$ cat src/sfr_pkg.sv
// Types and constants of the serial frame receiver.
// Used by the channel interfaces, the top level and the checker.
package sfr_pkg;

  localparam int POS_W   = 8;
  localparam int BYTE_W  = 8;
  localparam int END_W   = 9;
  localparam int SIL_W   = 16;
  localparam int CFG_IDX_W  = 2;
  localparam int CFG_DATA_W = 16;

  localparam logic [BYTE_W-1:0] SYNC_BYTE  = 8'h55;
  localparam logic [END_W-1:0]  END_OFFSET = 9'd8;
  localparam logic [SIL_W-1:0]  SIL_MAX    = 16'hFFFF;
  localparam logic [SIL_W-1:0]  SIL_LIMIT_RST = 16'd2;

  // Header positions; all but the summed range have header checks of their own.
  localparam logic [POS_W-1:0] POS_SYNC   = 8'd1;
  localparam logic [POS_W-1:0] POS_ADDR   = 8'd2;
  localparam logic [POS_W-1:0] POS_SUM_LO = 8'd3;
  localparam logic [POS_W-1:0] POS_SUM_HI = 8'd5;
  localparam logic [POS_W-1:0] POS_CHECK  = 8'd6;
  localparam logic [POS_W-1:0] POS_LEN    = 8'd7;

  typedef enum logic [0:0] {
    CMD_BYTE = 1'b0,
    CMD_TICK = 1'b1
  } cmd_t;

  typedef enum logic [2:0] {
    ST_NONE    = 3'd0,
    ST_TAKEN   = 3'd1,
    ST_REJECT  = 3'd2,
    ST_DONE    = 3'd3,
    ST_TIMEOUT = 3'd4
  } status_t;

  typedef enum logic [CFG_IDX_W-1:0] {
    REG_NODE_ADDRESS  = 2'd0,
    REG_SILENCE_LIMIT = 2'd1
  } cfg_reg_t;

  typedef struct packed {
    status_t             status;
    logic [POS_W-1:0]    byte_position;
    logic [BYTE_W-1:0]   data_byte;
    logic [END_W-1:0]    frame_end;
  } result_t;

endpackage

$ cat src/sfr_if.sv
// Valid/ready channel interfaces of the serial frame receiver.
// Depends on sfr_pkg for field widths and codes.
interface sfr_in_if import sfr_pkg::*; ();
  logic              valid;
  logic              ready;
  cmd_t              cmd;
  logic [BYTE_W-1:0] rx_byte;

  modport source (output valid, output cmd, output rx_byte, input ready);
  modport sink   (input valid, input cmd, input rx_byte, output ready);
endinterface

interface sfr_out_if import sfr_pkg::*; ();
  logic              valid;
  logic              ready;
  status_t           status;
  logic [POS_W-1:0]  byte_position;
  logic [BYTE_W-1:0] data_byte;
  logic [END_W-1:0]  frame_end;

  modport source (output valid, output status, output byte_position,
                  output data_byte, output frame_end, input ready);
  modport sink   (input valid, input status, input byte_position,
                  input data_byte, input frame_end, output ready);
endinterface

interface sfr_cfg_if import sfr_pkg::*; ();
  logic                  valid;
  logic                  ready;
  logic [CFG_IDX_W-1:0]  index;
  logic [CFG_DATA_W-1:0] data;

  modport source (output valid, output index, output data, input ready);
  modport sink   (input valid, input index, input data, output ready);
endinterface

$ cat src/serial_frame_receiver.sv
// Serial frame receiver: header checks, frame end tracking, silence timeout.
// Depends on sfr_pkg and the channel interfaces in sfr_if.sv.
//
//   channel  | dir | payload                                       | ready
//   ---------+-----+-----------------------------------------------+-----------------
//   in_ch    | in  | cmd, rx_byte                                  | out reg free
//   out_ch   | out | status, byte_position, data_byte, frame_end   | from consumer
//   cfg_ch   | in  | index, data (node_address, silence_limit)     | high out of reset
//
// One item per cycle unless out_ch stalls: each byte or tick is decoded against
// the frame state in a single pass and its result lands in the output register
// on the same edge. The output register is the only buffer; a new item is taken
// whenever it is empty or being drained in the same cycle.
// Reset (rst_n low, synchronous) clears the frame state, sets node_address to
// 0 and silence_limit to 2, empties the output register and holds both readies low.
// A stall on out_ch holds the result and stalls in_ch; no item is dropped.
module serial_frame_receiver
  import sfr_pkg::*;
(
  input logic       clk,
  input logic       rst_n,
  sfr_in_if.sink    in_ch,
  sfr_out_if.source out_ch,
  sfr_cfg_if.sink   cfg_ch
);

  // Configuration registers.
  logic [BYTE_W-1:0] node_address_r;
  logic [SIL_W-1:0]  silence_limit_r;

  // Frame state.
  logic [POS_W-1:0]  write_pos_r,  write_pos_nxt;
  logic [BYTE_W-1:0] header_sum_r, header_sum_nxt;
  logic [END_W-1:0]  end_pos_r,    end_pos_nxt;
  logic [SIL_W-1:0]  silence_r,    silence_nxt;

  // Output register.
  logic    out_valid_r;
  result_t result_r, result_nxt;

  logic              in_take;
  logic [POS_W-1:0]  next_pos;
  logic [SIL_W-1:0]  sil_inc;
  logic              fail;
  logic              checked;
  logic              timeout;

  // Take a new item when the output register is empty or drains this cycle.
  assign in_ch.ready  = rst_n && (!out_valid_r || out_ch.ready);
  assign in_take      = in_ch.valid && in_ch.ready;
  assign cfg_ch.ready = rst_n;

  assign out_ch.valid         = out_valid_r;
  assign out_ch.status        = result_r.status;
  assign out_ch.byte_position = result_r.byte_position;
  assign out_ch.data_byte     = result_r.data_byte;
  assign out_ch.frame_end     = result_r.frame_end;

  assign next_pos = write_pos_r + 8'd1;
  assign sil_inc  = (silence_r == SIL_MAX) ? silence_r : silence_r + 16'd1;
  assign timeout  = sil_inc > silence_limit_r;

  // Decode one item against the frame state.
  always_comb begin
    write_pos_nxt  = write_pos_r;
    header_sum_nxt = header_sum_r;
    end_pos_nxt    = end_pos_r;
    silence_nxt    = silence_r;
    fail           = 1'b0;
    checked        = 1'b0;
    result_nxt     = result_r;

    if (in_ch.cmd == CMD_TICK) begin
      // Count silence, saturating; restart reception once past the limit.
      silence_nxt   = sil_inc;
      write_pos_nxt = timeout ? '0 : write_pos_r;
      result_nxt.status        = timeout ? ST_TIMEOUT : ST_NONE;
      result_nxt.byte_position = write_pos_nxt;
      result_nxt.data_byte     = '0;
      result_nxt.frame_end     = end_pos_r;
    end else begin
      silence_nxt = '0;
      case (next_pos) inside
        POS_SYNC: begin
          checked = 1'b1;
          fail    = in_ch.rx_byte != SYNC_BYTE;
        end
        POS_ADDR: begin
          checked = 1'b1;
          fail    = in_ch.rx_byte != node_address_r;
          if (!fail) begin
            header_sum_nxt = in_ch.rx_byte;
          end
        end
        [POS_SUM_LO:POS_SUM_HI]: begin
          header_sum_nxt = header_sum_r + in_ch.rx_byte;
        end
        POS_CHECK: begin
          checked = 1'b1;
          fail    = in_ch.rx_byte != header_sum_r;
        end
        POS_LEN: begin
          checked     = 1'b1;
          end_pos_nxt = {1'b0, in_ch.rx_byte} + END_OFFSET;
        end
        default: begin
        end
      endcase

      write_pos_nxt = fail ? '0 : next_pos;
      // Completion only on positions without a header check of their own.
      if (fail) begin
        result_nxt.status = ST_REJECT;
      end else if (!checked && ({1'b0, next_pos} == end_pos_r)) begin
        result_nxt.status = ST_DONE;
      end else begin
        result_nxt.status = ST_TAKEN;
      end
      result_nxt.byte_position = write_pos_r;
      result_nxt.data_byte     = in_ch.rx_byte;
      result_nxt.frame_end     = end_pos_nxt;
    end
  end

  // Frame state and configuration.
  always_ff @(posedge clk) begin
    if (!rst_n) begin
      write_pos_r     <= '0;
      header_sum_r    <= '0;
      end_pos_r       <= '0;
      silence_r       <= '0;
      node_address_r  <= '0;
      silence_limit_r <= SIL_LIMIT_RST;
    end else begin
      if (in_take) begin
        write_pos_r  <= write_pos_nxt;
        header_sum_r <= header_sum_nxt;
        end_pos_r    <= end_pos_nxt;
        silence_r    <= silence_nxt;
      end
      if (cfg_ch.valid && cfg_ch.ready) begin
        case (cfg_ch.index)
          REG_NODE_ADDRESS:  node_address_r  <= cfg_ch.data[BYTE_W-1:0];
          REG_SILENCE_LIMIT: silence_limit_r <= cfg_ch.data[SIL_W-1:0];
          default: begin
          end
        endcase
      end
    end
  end

  // Output register: load on take, drop valid once drained.
  always_ff @(posedge clk) begin
    if (!rst_n) begin
      out_valid_r <= 1'b0;
    end else if (in_take) begin
      out_valid_r <= 1'b1;
    end else if (out_ch.ready) begin
      out_valid_r <= 1'b0;
    end
  end

  always_ff @(posedge clk) begin
    if (in_take) begin
      result_r <= result_nxt;
    end
  end

endmodule

$ cat src/flat_wrapper.sv
// flat-port wrapper written by rule: the top's interface ports become plain ports
module serial_frame_receiver_flat import sfr_pkg::*;
  (clk, rst_n, in_ch_valid, in_ch_cmd, in_ch_rx_byte, in_ch_ready, out_ch_valid, out_ch_status, out_ch_byte_position, out_ch_data_byte, out_ch_frame_end, out_ch_ready, cfg_ch_valid, cfg_ch_index, cfg_ch_data, cfg_ch_ready);
  sfr_in_if in_ch_i ();
  sfr_out_if out_ch_i ();
  sfr_cfg_if cfg_ch_i ();
  input logic clk;
  input logic rst_n;
  input wire logic [$bits(in_ch_i.valid)-1:0] in_ch_valid;
  input wire logic [$bits(in_ch_i.cmd)-1:0] in_ch_cmd;
  input wire logic [$bits(in_ch_i.rx_byte)-1:0] in_ch_rx_byte;
  output wire logic [$bits(in_ch_i.ready)-1:0] in_ch_ready;
  output wire logic [$bits(out_ch_i.valid)-1:0] out_ch_valid;
  output wire logic [$bits(out_ch_i.status)-1:0] out_ch_status;
  output wire logic [$bits(out_ch_i.byte_position)-1:0] out_ch_byte_position;
  output wire logic [$bits(out_ch_i.data_byte)-1:0] out_ch_data_byte;
  output wire logic [$bits(out_ch_i.frame_end)-1:0] out_ch_frame_end;
  input wire logic [$bits(out_ch_i.ready)-1:0] out_ch_ready;
  input wire logic [$bits(cfg_ch_i.valid)-1:0] cfg_ch_valid;
  input wire logic [$bits(cfg_ch_i.index)-1:0] cfg_ch_index;
  input wire logic [$bits(cfg_ch_i.data)-1:0] cfg_ch_data;
  output wire logic [$bits(cfg_ch_i.ready)-1:0] cfg_ch_ready;
  assign in_ch_i.valid = in_ch_valid;
  assign in_ch_i.cmd = in_ch_cmd;
  assign in_ch_i.rx_byte = in_ch_rx_byte;
  assign in_ch_ready = in_ch_i.ready;
  assign out_ch_valid = out_ch_i.valid;
  assign out_ch_status = out_ch_i.status;
  assign out_ch_byte_position = out_ch_i.byte_position;
  assign out_ch_data_byte = out_ch_i.data_byte;
  assign out_ch_frame_end = out_ch_i.frame_end;
  assign out_ch_i.ready = out_ch_ready;
  assign cfg_ch_i.valid = cfg_ch_valid;
  assign cfg_ch_i.index = cfg_ch_index;
  assign cfg_ch_i.data = cfg_ch_data;
  assign cfg_ch_ready = cfg_ch_i.ready;
  serial_frame_receiver u_core (.clk(clk), .rst_n(rst_n), .in_ch(in_ch_i), .out_ch(out_ch_i), .cfg_ch(cfg_ch_i));
endmodule
$ cat config.mk
export PLATFORM = sky130hd
export DESIGN_NAME = serial_frame_receiver_flat
export DESIGN_NICKNAME = d
export VERILOG_FILES = /design/src/sfr_pkg.sv /design/src/sfr_if.sv /design/src/serial_frame_receiver.sv /design/src/flat_wrapper.sv
export SDC_FILE = /design/constraint.sdc
export NUM_CORES = 1
export LEC_CHECK = 0
export BUFFER_PORTS_ARGS = -buffer_cell sky130_fd_sc_hd__buf_2
export CAP_MARGIN = 20
export CORE_ASPECT_RATIO = 1.2
export CORE_MARGIN = 8
export CORE_UTILIZATION = 53
export DETAILED_ROUTE_END_ITERATION = 8
export GPL_ROUTABILITY_DRIVEN = 0
export PLACE_DENSITY_LB_ADDON = 0.3
export SYNTH_ARGS = -nofsm -noshare
export SYNTH_HDL_FRONTEND = slang
export SYNTH_SLANG_ARGS = --single-unit
$ cat constraint.sdc
create_clock -name clk -period 3.2 [get_ports clk]
set_input_delay 0.48 -clock clk [delete_from_list [all_inputs] [get_ports clk]]
set_output_delay 0.48 -clock clk [all_outputs]
set_load 0.02 [all_outputs]
==> run summary <==
The worst path in the final design needs a cycle of 3280 ps, including I/O delays and setup. The yosys synthesis warning count was 0; the area of the die was 13800 µm². The root buffer cell chosen for the clock tree is sky130_fd_sc_hd__clkbuf_16. For the worst setup slack before clock tree synthesis, the log shows -133 ps.

The number of distinct library cell variants in the gate-level netlist after synthesis is 64. For this run the aggregate overflow at the end of global routing stands at 0. The tool flagged a number of max-cap violations equal to 0. Adder and majority gate portion of the synthesized area: 0.0701.

The worst register-to-register path begins at u_core.silence_r[4]. Detailed-route via count: 4934. Using the TritonRoute via totals, the vias-per-cell ratio works out to 5.80. The checks that failed: negative setup slack.

The startpoint of the most critical hold path was cfg_ch_data[13]. The setup violation total in the final timing report is 5. The insertion delay to the later sink of the worst-skew pair was 360 ps. The count of buffers added on input and output ports is 62.

The kind of cell with the highest combined delay along the critical path is compound AO/OA/AOI/OAI gates. The number of slew-limit violations in the final report came out at 0. The endpoint identified for the worst register-to-register timing path is u_core.write_pos_r[4].

In the routed design, unresolved DRC markers number 0. The region available for standard cell placement spans 10000 µm². The die extent in y works out to 127 µm.

Measured in cells, the most critical reg-to-reg path has a length of 14. A synthesized cell averages 8.65 µm². Switching power share of the total: 0.242. The tools report the arrival time reported for the critical path endpoint as 3530 ps. For the number of sinks handled by clock tree synthesis, the log shows 94. Summing every instance area after synthesis gives 5470 µm². The proportion of register bits with asynchronous set or reset after synthesis is 0, and the TritonCTS buffer count is 9.

For the top-level port count, the log shows 63. The count of antenna-violating nets left after detailed routing came out at 0. The signal on the critical path passes through nand4_1 > nor4_2 > a41oi_1 > buf_4 > nand3_1 > xnor2_1 > ha_1 > nand3_1 > o221a_2 > o21ai_4 > o221ai_2 > o21a_2 > o21bai_1 > a21o_1. The global router's overall resource usage was 0.200; the cell area after placement was 6160 µm².

Entering global routing, the biggest net connects 47 pins. Dividing the detail-routed wire length by the instance count gives 16.4 µm. For flop-to-flop paths, the worst setup slack is -80 ps.

For the number of antenna violations at the first check in global routing, the log shows 0. For the part of the power in the clock network, the log shows 0.427. Detailed placement finished with a half-perimeter wire length of 10.2 mm. The cell count after synthesis came out at 632. The repair_antennas step left the layout with diodes totalling 0. After routing the design area is 6610 µm². TritonCTS built the clock tree. The tools report the final count of hold timing violations as 0. Data on the critical path is required at its endpoint by 3450 ps. The number of synthesized flops with an enable pin is 28. Setup repair after global routing could not meet its margin everywhere. The area fraction in compound gates after synthesis was 0.159. On the final layout, the worst hold slack is 358 ps.

In this run the power spent charging and discharging nets is 625 µW. In this run the static leakage power is 2.70 nW. Measured along the x axis, the die boundary spans 109 µm.

CTS built an H-tree with a depth of 3. The final setup slack of the worst path came out at -82.2 ps. The longest clock path from root to sink contains 2 buffers. The critical path depth in cells works out to 14. In the synthesized netlist the dominant register cell turns out to be sky130_fd_sc_hd__dfxtp_1.

The register share of total power is 0.486, and the post-synthesis sequential area ratio is 0.396. The parity-gate share of the synthesized area counting xor and xnor cells is 0.0593, and the starting density of the core is 0.546. The proportion of layout cells with a drive suffix above 1 works out to 0.244. Main combinational cell family by area after synthesis: simple AND/OR/NAND/NOR gates.

In this design, the critical path's most frequently occurring cell is sky130_fd_sc_hd__nand3_1. Along the worst path, the maximum fanout reaches 6. The maximum frequency from static timing analysis was 305 MHz. The first global-routing pass estimated 22.2 mm of wire. The largest incremental delay on the critical path is 400 ps. The critical path in this run is classified as register to register. When the netlist entered floorplanning its net count stood at 694.

Number of buffers inserted for hold repair after clock tree synthesis: 0. For the worst-case headroom to the max-slew limit, the log shows 0.553. At the pin with the least slew margin, the transition time is 667 ps.

The total detailed-routing wirelength is 13.9 mm, and the signed area change from the synthesized netlist to the final layout is 20.9%. For this block, the initial DRC count from the detailed router was 228. The worst path buffer plus inverter count came out at 1. The number of synthesized register bits works out to 94. The power density of the placed cells came out at 390 nW/µm².

Counting the fill cells in the layout gives 832. The share of synthesized cell area in and, or, nand and nor gates is 0.210, and the final worst-path cycle share is 1.03. The fraction of power consumed by combinational cells was 0.087; the multiplexer share of the synthesized area was 0.0481. The number of search-and-repair iterations in the first detailed-routing pass is 5. Clock skew on the completed layout was measured at 8.13 ps.

The worst setup path is captured at a register. The via count of the first global-routing pass came out at 4773. Clock-pin slew was measured on the worst setup and hold paths at 70 ps. The class of the worst hold path is primary input to register. The most critical setup path has its startpoint at u_core.silence_r[4]. Kind of launch point of the worst setup path: a register. For this run, the post-layout net count is 781. The worst-case IR drop observed on VDD is 0.000266 V.

The cell with the largest stage delay on the worst path was sky130_fd_sc_hd__dfxtp_1. Endpoint of the most critical setup path: u_core.write_pos_r[4]. The tools report the row count as 40. The flow ran to the end, but the final reports show violations. The internal power of the cells totals 1.95 mW.
-- how the worst min path moves through the flow --
stage,end,cells past startpoint
4_1_cts,u_core.silence_limit_r[13],3
6_report,u_core.silence_limit_r[13],3
3_5_place_dp,u_core.silence_limit_r[13],2
3_3_place_gp,u_core.silence_limit_r[15],2
5_1_grt,u_core.silence_limit_r[13],3
2_1_floorplan,u_core.silence_limit_r[10],2
-- flip-flops by register name (all words and copies together), names as in the netlist --
signal                       flops
u_core.header_sum_r              8
u_core.out_ch.data_byte          8
u_core.silence_r                16
u_core.silence_limit_r          16
u_core.write_pos_r               8
u_core.out_ch.status             3
u_core.node_address_r            8
u_core.out_ch.byte_position      8
u_core.out_ch.frame_end          9
u_core.end_pos_r                 9
u_core.out_ch.valid              1
-- layout make-up --
| type | count | area [µm²] | share of cell area |
|---|---|---|---|
| multi-input cells | 461 | 3120 | 0.473 |
| flip-flops and latches | 94 | 2170 | 0.328 |
| repair buffers | 114 | 704 | 0.107 |
| clock buffers | 12 | 278 | 0.0420 |
| well taps | 126 | 158 | 0.0239 |
| inverters | 39 | 146 | 0.0222 |
| clock inverters | 4 | 32.5 | 0.00492 |
-- stage by stage --
step	utilization	instances	power, mW	setup TNS [ps]
4_1_cts	0.649	847	2.58	0
6_report	0.660	850	2.58	-202
3_3_place_gp	0.616	830	1.48	-39.1
2_1_floorplan	-	632	1.41	-12.2
3_5_place_dp	0.616	830	1.49	-1070
5_1_grt	0.660	850	2.65	-1920
-- Yosys cell counts, drive strengths merged (10+ instances only) --
cell	instances	area, µm²
a21o	11	82.6
a21oi	42	210
a31oi	10	62.6
buf	13	78.8
clkbuf	25	95.1
dfxtp	66	1320
edfxtp	28	841
ha	29	363
inv	38	143
mux2i	15	150
nand2	77	289
nand3	25	125
nor2	48	180
nor2b	13	81.3
nor3	26	130
o21ai	23	126
xnor2	22	193
xor2	15	131
-- repair_timing --
action                     in CTS  in global routing
pin swaps                       1                  6
gates resized for setup         3                 21
buffers inserted                1                  3
setup endpoints to repair      12                 15
-- metal layers --
| layer | track usage | share of wire | up-vias | wire length, µm |
|---|---|---|---|---|
| li1 | - | - | 2396 | - |
| met1 | 0.216 | 0.39 | 2329 | 5500 |
| met2 | 0.359 | 0.51 | 179 | 7110 |
| met3 | 0.0392 | 0.064 | 30 | 889 |
| met4 | 0.0993 | 0.031 | 0 | 431 |
| met5 | 0 | 0 | - | 0 |
-- worst reg2reg max path, stage by stage (launching register included) --
cell                       delay, ps
sky130_fd_sc_hd__dfxtp_1         400
sky130_fd_sc_hd__nand4_1         210
sky130_fd_sc_hd__nor4_2          350
sky130_fd_sc_hd__a41oi_1         160
sky130_fd_sc_hd__buf_4           180
sky130_fd_sc_hd__nand3_1         120
sky130_fd_sc_hd__xnor2_1         100
sky130_fd_sc_hd__ha_1            290
sky130_fd_sc_hd__nand3_1         150
sky130_fd_sc_hd__o221a_2         310
sky130_fd_sc_hd__o21ai_4         180
sky130_fd_sc_hd__o221ai_2        110
sky130_fd_sc_hd__o21a_2          280
sky130_fd_sc_hd__o21bai_1        170
sky130_fd_sc_hd__a21o_1          180
-- cell families (layout without fill, tap and decap cells) --
group | Yosys count | count (layout)
and+or+nand+nor | 239 | 239
AOI/OAI and AO/OA | 131 | 131
DFF | 94 | 94
buffers and inverters | 77 | 169
xor gates and xnor gates | 37 | 37
adders and majority gates | 30 | 30
muxes | 24 | 24
-- power by group through the flow --
stage               Combinational, mW  Sequential (mW)  Clock, mW
finish                          0.225             1.25       1.10
global route                    0.244             1.26       1.15
CTS                             0.215             1.25       1.11
detailed placement              0.211             1.28          0
global placement                0.205             1.28          0
floorplan                       0.108             1.30          0
-- placed cells by master (no fill, tap or decap), types with 10 or more instances in the layout --
| cell | Yosys | final |
|---|---|---|
| sky130_fd_sc_hd__a21o_1 | 11 | 11 |
| sky130_fd_sc_hd__a21oi_1 | 42 | 40 |
| sky130_fd_sc_hd__a31oi_1 | 10 | 10 |
| sky130_fd_sc_hd__buf_2 | 9 | 62 |
| sky130_fd_sc_hd__buf_4 | 3 | 51 |
| sky130_fd_sc_hd__clkbuf_16 | 0 | 10 |
| sky130_fd_sc_hd__dfxtp_1 | 66 | 64 |
| sky130_fd_sc_hd__edfxtp_1 | 28 | 28 |
| sky130_fd_sc_hd__ha_1 | 29 | 27 |
| sky130_fd_sc_hd__inv_1 | 38 | 38 |
| sky130_fd_sc_hd__mux2i_1 | 15 | 15 |
| sky130_fd_sc_hd__nand2_1 | 77 | 74 |
| sky130_fd_sc_hd__nand3_1 | 25 | 24 |
| sky130_fd_sc_hd__nor2_1 | 48 | 48 |
| sky130_fd_sc_hd__nor2b_1 | 13 | 13 |
| sky130_fd_sc_hd__nor3_1 | 26 | 24 |
| sky130_fd_sc_hd__o21ai_0 | 16 | 14 |
| sky130_fd_sc_hd__xnor2_1 | 22 | 22 |
| sky130_fd_sc_hd__xor2_1 | 15 | 15 |
No activity file was read; power rests on OpenSTA's default activity.
